### src/design/pep_pkg.sv
// Shared constants for the plane-equation pipeline.
// No dependencies; every other design file imports this package.
package pep_pkg;

    localparam int COORD_BITS_DEF = 16;
    localparam int FRAC_BITS_DEF  = 14;

    // Normalized magnitudes have their leading one at bit NORM_W-1.
    localparam int NORM_W  = 31;
    localparam int SQ_W    = 2 * NORM_W + 2;
    localparam int ROOT_W  = SQ_W / 2;
    localparam int PT_FRAC = 8;

endpackage

### src/design/pep_plane.sv
// Signed unit normal, dot product with the third point and rounded, saturated offset.
// Depends on pep_pkg.
module pep_plane
    import pep_pkg::*;
#(
    parameter int CB = COORD_BITS_DEF,
    parameter int F  = FRAC_BITS_DEF
)
(
    input  logic                  clk,
    input  logic                  rst_n,
    input  logic                  in_valid,
    output logic                  in_ready,
    input  logic [F:0]            q [3],
    input  logic [2:0]            sgn,
    input  logic                  zero,
    input  logic signed [CB-1:0]  p3 [3],
    output logic                  out_valid,
    input  logic                  out_ready,
    output logic signed [F+1:0]   n [3],
    output logic signed [F+9:0]   d,
    output logic                  degen
);

    localparam int NW  = F + 2;
    localparam int OW  = F + 10;
    localparam int PRW = NW + CB;
    localparam int TW  = PRW + 3;
    localparam int DDW = TW - PT_FRAC;
    localparam int SW  = (DDW > OW ? DDW : OW) + 1;
    localparam int NS  = 4;

    localparam logic [F:0] UNIT = (F+1)'(1) << F;
    localparam logic signed [TW-1:0] HALF = TW'(1) << (PT_FRAC - 1);
    localparam logic signed [SW-1:0] OMAX = {{(SW-OW+1){1'b0}}, {(OW-1){1'b1}}};
    localparam logic signed [SW-1:0] OMIN = {{(SW-OW+1){1'b1}}, {(OW-1){1'b0}}};

    logic [NS-1:0] v_reg;
    logic [NS:0]   en;

    logic signed [NW-1:0]  n_reg [NS][3];
    logic signed [CB-1:0]  p3_reg [3];
    logic signed [PRW-1:0] prod_reg [3];
    logic signed [TW-1:0]  t_reg;
    logic signed [OW-1:0]  d_reg;
    logic                  zero_reg [NS];

    logic [F:0]           qc [3];
    logic signed [NW-1:0] n_next [3];
    logic signed [SW-1:0] dx;
    logic signed [SW-1:0] dsat;

    always_comb
    begin
        en[NS] = out_ready;
        for (int k = NS - 1; k >= 0; k--)
        begin
            en[k] = !v_reg[k] || en[k+1];
        end
    end

    assign in_ready  = en[0];
    assign out_valid = v_reg[NS-1];

    always_ff @(posedge clk or negedge rst_n)
    begin
        if (!rst_n)
        begin
            v_reg <= '0;
        end
        else
        begin
            if (en[0])
            begin
                v_reg[0] <= in_valid;
            end
            for (int k = 1; k < NS; k++)
            begin
                if (en[k])
                begin
                    v_reg[k] <= v_reg[k-1];
                end
            end
        end
    end

    // A degenerate triangle forces a zero normal, which also makes the offset zero.
    always_comb
    begin
        for (int j = 0; j < 3; j++)
        begin
            qc[j] = (q[j] > UNIT) ? UNIT : q[j];
            if (zero)
            begin
                n_next[j] = '0;
            end
            else if (sgn[j])
            begin
                n_next[j] = -NW'(qc[j]);
            end
            else
            begin
                n_next[j] = NW'(qc[j]);
            end
        end
        dx = SW'(t_reg >>> PT_FRAC);
        if (dx > OMAX)
        begin
            dsat = OMAX;
        end
        else if (dx < OMIN)
        begin
            dsat = OMIN;
        end
        else
        begin
            dsat = dx;
        end
    end

    always_ff @(posedge clk)
    begin
        if (en[0])
        begin
            n_reg[0]    <= n_next;
            p3_reg      <= p3;
            zero_reg[0] <= zero;
        end
        if (en[1])
        begin
            for (int j = 0; j < 3; j++)
            begin
                prod_reg[j] <= n_reg[0][j] * p3_reg[j];
            end
            n_reg[1]    <= n_reg[0];
            zero_reg[1] <= zero_reg[0];
        end
        if (en[2])
        begin
            t_reg       <= HALF - prod_reg[0] - prod_reg[1] - prod_reg[2];
            n_reg[2]    <= n_reg[1];
            zero_reg[2] <= zero_reg[1];
        end
        if (en[3])
        begin
            d_reg       <= OW'(dsat);
            n_reg[3]    <= n_reg[2];
            zero_reg[3] <= zero_reg[2];
        end
    end

    assign n     = n_reg[NS-1];
    assign d     = d_reg;
    assign degen = zero_reg[NS-1];

endmodule

### config.mk
export PLATFORM = sky130hd
export DESIGN_NAME = pep_plane
export DESIGN_NICKNAME = d
export VERILOG_FILES = /design/src/design/pep_pkg.sv /design/src/design/pep_plane.sv
export SDC_FILE = /design/constraint.sdc
export NUM_CORES = 2
export LEC_CHECK = 0
export BUFFER_PORTS_ARGS = -buffer_cell sky130_fd_sc_hd__buf_4
export CAP_MARGIN = 5
export CORE_ASPECT_RATIO = 0.9
export CORE_MARGIN = 2
export CORE_UTILIZATION = 38
export CTS_CLUSTER_DIAMETER = 200
export DETAILED_ROUTE_END_ITERATION = 8
export GPL_TIMING_DRIVEN = 0
export HOLD_SLACK_MARGIN = 0.06
export SYNTH_ARGS = -nofsm -noshare
export SYNTH_HDL_FRONTEND = slang
export SYNTH_SLANG_ARGS = --single-unit
### constraint.sdc
create_clock -name clk -period 18.71 [get_ports clk]
set_input_delay 3.742 -clock clk [delete_from_list [all_inputs] [get_ports clk]]
set_output_delay 3.742 -clock clk [all_outputs]
set_load 0.01 [all_outputs]
==> metrics list <==
* Tightest slew margin relative to the limit: 43.4%
* Ports placed on the boundary: between 150 and 200
- Clock-pin slew on the worst setup and hold paths: 0.07 ns
- Counting flops with an async set or reset pin after synthesis yields a share of 1.01%.
- Total Die Area: 122000 um^2
- At the worst endpoint, the required time is 14.97 ns.
- Setup repair after global routing left no endpoint under its margin.
- In the final design database the tool counted 5668 nets.
- The worst hold path was traced through 0 stages.
* Total routed wire length on the met1 layer: 52.0 mm
- Gr ovfl total: 0
- STA classifies the critical path endpoint as an output pin.
- Clock tree synthesis selected as its root buffer the cell sky130_fd_sc_hd__clkbuf_16.
* Fill cell total of the finished layout: about 11k
- Synthesized-area fraction occupied by adder cells: 44.9%
- Post-detailed-placement cell area: approximately 50000 um^2
* Placeable core area: 118000 um^2
- Ranked by total cell area, the synthesized netlist is headed by sky130_fd_sc_hd__fa_1 36%, sky130_fd_sc_hd__edfxtp_1 26%, sky130_fd_sc_hd__ha_1 8.7%.
* Min-Delay Endpoint: n_reg[3][46]
- Total of flip-flops plus latches after synthesis: 395
* Top sig layer: met5
- Worst setup path class: in2out
- In the final routed layout, each cell accounts on average for approximately 19 um.
- Across all register-to-register paths, the minimum setup slack is approximately 11 ns.
- For this run, the number of standard cells in the final layout without fillers is 6062.
- The first global-routing pass estimated 182 mm of wire.
- At the pin with the least slew margin, the transition time is between 0.8 and 0.9 ns.
- Post-route DRC: 0
- The initial antenna violation count is 7.
* Top_reg_cell synth: sky130_fd_sc_hd__edfxtp_1
- Layout cell share with drive strength beyond 1: around 6.5%
* HPWL after detailed placement: 95.2 mm
- Area fraction in compound gates after synthesis: 4.98%
- Depth of the most critical reg-to-reg path: 21
- Via count of the first global-routing pass: slightly above 30k
- The endpoint identified for the worst register-to-register timing path is prod_reg[0][31].
- Using the TritonRoute via totals, the vias-per-cell ratio works out to 4.83.
* Number of DRC markers in iteration 0: around 1.8k
- Once the floorplan was initialized, standard cells occupied 38.2% of the core.
* Flip-flop count of the largest register after layout: 192
- The initialized floorplan defines 120 standard-cell rows.
* Final worst clock skew: 0.0446 ns
- Share of the synthesized area in the top cell type: 36.2%
* Cell type with the largest total area after synthesis: sky130_fd_sc_hd__fa_1
* Remaining number of nets flagged by the antenna check after routing: 0
- Global routing consumed, over all layers together, 19.7% of the routing resources.
* XOR/XNOR share of the synthesized area: just under 3%
- The die is 368 um wide.
- After synthesis, the share of cell area in mux cells is 0%.
- The number of slew-limit violations in the final report is 0.
* H-tree Lvls: 2
* Final Hold Fails: 0
- Main combinational cell family by area after synthesis: adder cells
- Hold path startpoint: n_reg[2][46]
* Final min period: 10.02 ns
- Leaving out fill and tap cells, the most frequent cell in the layout is sky130_fd_sc_hd__inv_1.
* Count of clock tree sinks: 395
- Relative to the synthesized area, the layout overhead comes to 11.4%.
- Summing all non-filler instances in the final layout gives an area of 50300 um^2.
- Warnings, synthesis: 0
- Across all layers, the routed design uses roughly 30k vias.
- Setup TNS: 0 ns
* Classification of the worst-slack hold path: reg2reg
* Post-synthesis sequential area ratio: 26.2%
* CP max FO: 16
- IO Port Bufs: 173
* Commonest non-fill, non-tap cells in the layout: 939 x sky130_fd_sc_hd__inv_1, 817 x sky130_fd_sc_hd__fa_1, 436 x sky130_fd_sc_hd__nand2_1
- Largest net degree at the start of global routing: 57
- The routed design uses just over 50 mm of met2 wire.
- In this run, post-CTS repair resized a total of 0 instances.
* Peak Freq: roughly 100 MHz
* Final weighted congestion of routability-driven global placement: ~0.90
- Setup violations remaining at the end of the flow were counted as 0.
* Category of the worst setup path launch point: primary input
- Number of detailed-route iterations in the first pass: 6
- In the synthesized netlist, the number of instances is 4199.
- Synthesized net count: between 5k and 6k
- Final cell utilization of the core: 42.5%
- Wire length on met3: about 8.7 mm
- From bottom edge to top edge, the die measures about 330 um.
* Run status: finished clean
* Aggregate routed wire length: approximately 120 mm
* Total standard cell area after synthesis: roughly 45000 um^2
- Syn avg cell area: 10.8 um^2
- Placed Instances: roughly 6k
* Clk Latency, worst-skew pair: between 0.6 and 0.7 ns
- Clock tree synthesis inserted a total of 49 buffers.
- The worst register-to-register path begins at n_reg[0][43].
- Post-CTS Setup Bufs: 0
- Maximum Capacitance Violations: 0
* Cell variety after synth: 67
- The synthesized design contains 391 enable-type register cells.
- The number of hold buffers added after CTS was 0.
* Final Cycle Share: 53.5%
- The synthesized netlist devotes roughly an eighth of its cell area to simple gates.
* Critical path arrival: 6.28 ns
- Clock tree from TritonCTS: built
- Deepest clock path buffer count: 3
==> critical path: stages <==
cell,delay [ns]
sky130_fd_sc_hd__buf_4,0.11
sky130_fd_sc_hd__nor2b_1,0.52
sky130_fd_sc_hd__nand4_1,0.67
sky130_fd_sc_hd__buf_8,0.39
sky130_fd_sc_hd__buf_8,0.16
sky130_fd_sc_hd__buf_8,0.17
sky130_fd_sc_hd__buf_8,0.17
sky130_fd_sc_hd__buf_8,0.17
sky130_fd_sc_hd__buf_4,0.15
==> Yosys cell counts (11+ instances only) <==
master and instances:
sky130_fd_sc_hd__a211oi_1 15, sky130_fd_sc_hd__a21o_1 62, sky130_fd_sc_hd__a21oi_1 110, sky130_fd_sc_hd__and2_1 377
sky130_fd_sc_hd__clkbuf_1 111, sky130_fd_sc_hd__edfxtp_1 391, sky130_fd_sc_hd__fa_1 817, sky130_fd_sc_hd__ha_1 314
sky130_fd_sc_hd__inv_1 940, sky130_fd_sc_hd__nand2_1 437, sky130_fd_sc_hd__nand2b_1 26, sky130_fd_sc_hd__nand3_1 27
sky130_fd_sc_hd__nor2_1 127, sky130_fd_sc_hd__nor2b_1 13, sky130_fd_sc_hd__nor3_1 40, sky130_fd_sc_hd__o211ai_1 17
sky130_fd_sc_hd__o21a_1 18, sky130_fd_sc_hd__o21ai_0 75, sky130_fd_sc_hd__o31ai_1 11, sky130_fd_sc_hd__xnor2_1 95
sky130_fd_sc_hd__xor2_1 54
==> layer usage <==
metal / global-route usage (%) / vias to the layer above
li1: - / 13459
met1: 27.6 / 14921
met2: 30.8 / 776
met3: 4.55 / 142
met4: 5.53 / 4
met5: 0 / -
==> worst max path at each step <==
| stage | slack (ns) | to | start | cells after the start |
|---|---|---|---|---|
| after global routing | 8.50 | in_ready | out_ready | 9 |
| after CTS | 8.61 | in_ready | out_ready | 9 |
| after global placement | 3.93 | in_ready | out_ready | 4 |
| after floorplan | 8.22 | in_ready | out_ready | 2 |
| final | 8.69 | in_ready | out_ready | 9 |
| after detailed placement | 8.64 | in_ready | out_ready | 9 |
==> cells by family after synthesis <==
logic type / Yosys count
adder cells (fa/ha/maj): 1131
AND/OR/NAND/NOR: 1109
buffers and inverters: 1057
flip-flops: 395
AO/OA/AOI/OAI: 358
XOR/XNOR: 149
==> layout make-up <==
cell class | instances | area [um^2] | share of cell area [%]
buffer | 117 | 444 | 0.882
clock inverter | 38 | 345 | 0.686
inverter | 940 | 3530 | 7.01
tap | 1586 | 1980 | 3.94
timing repair buffer | 186 | 1540 | 3.07
antenna | 1 | 2.50 | 0.00497
sequential | 395 | 11800 | 23.5
multi-input combinational | 2747 | 29400 | 58.4
clock buffer | 52 | 1240 | 2.46
==> per-stage QoR <==
| step | worst slack [ns] | hold slack (ns) |
|---|---|---|
| after floorplan | 8.22 | 0.400 |
| after global placement | 3.93 | 0.401 |
| after detailed placement | 8.64 | 0.405 |
| after CTS | 8.61 | 0.403 |
| after global routing | 8.50 | 0.416 |
| final | 8.69 | 0.404 |
Power is not shown: default switching activity piles up to over one toggle a cycle in this logic, so the estimate is an artifact.
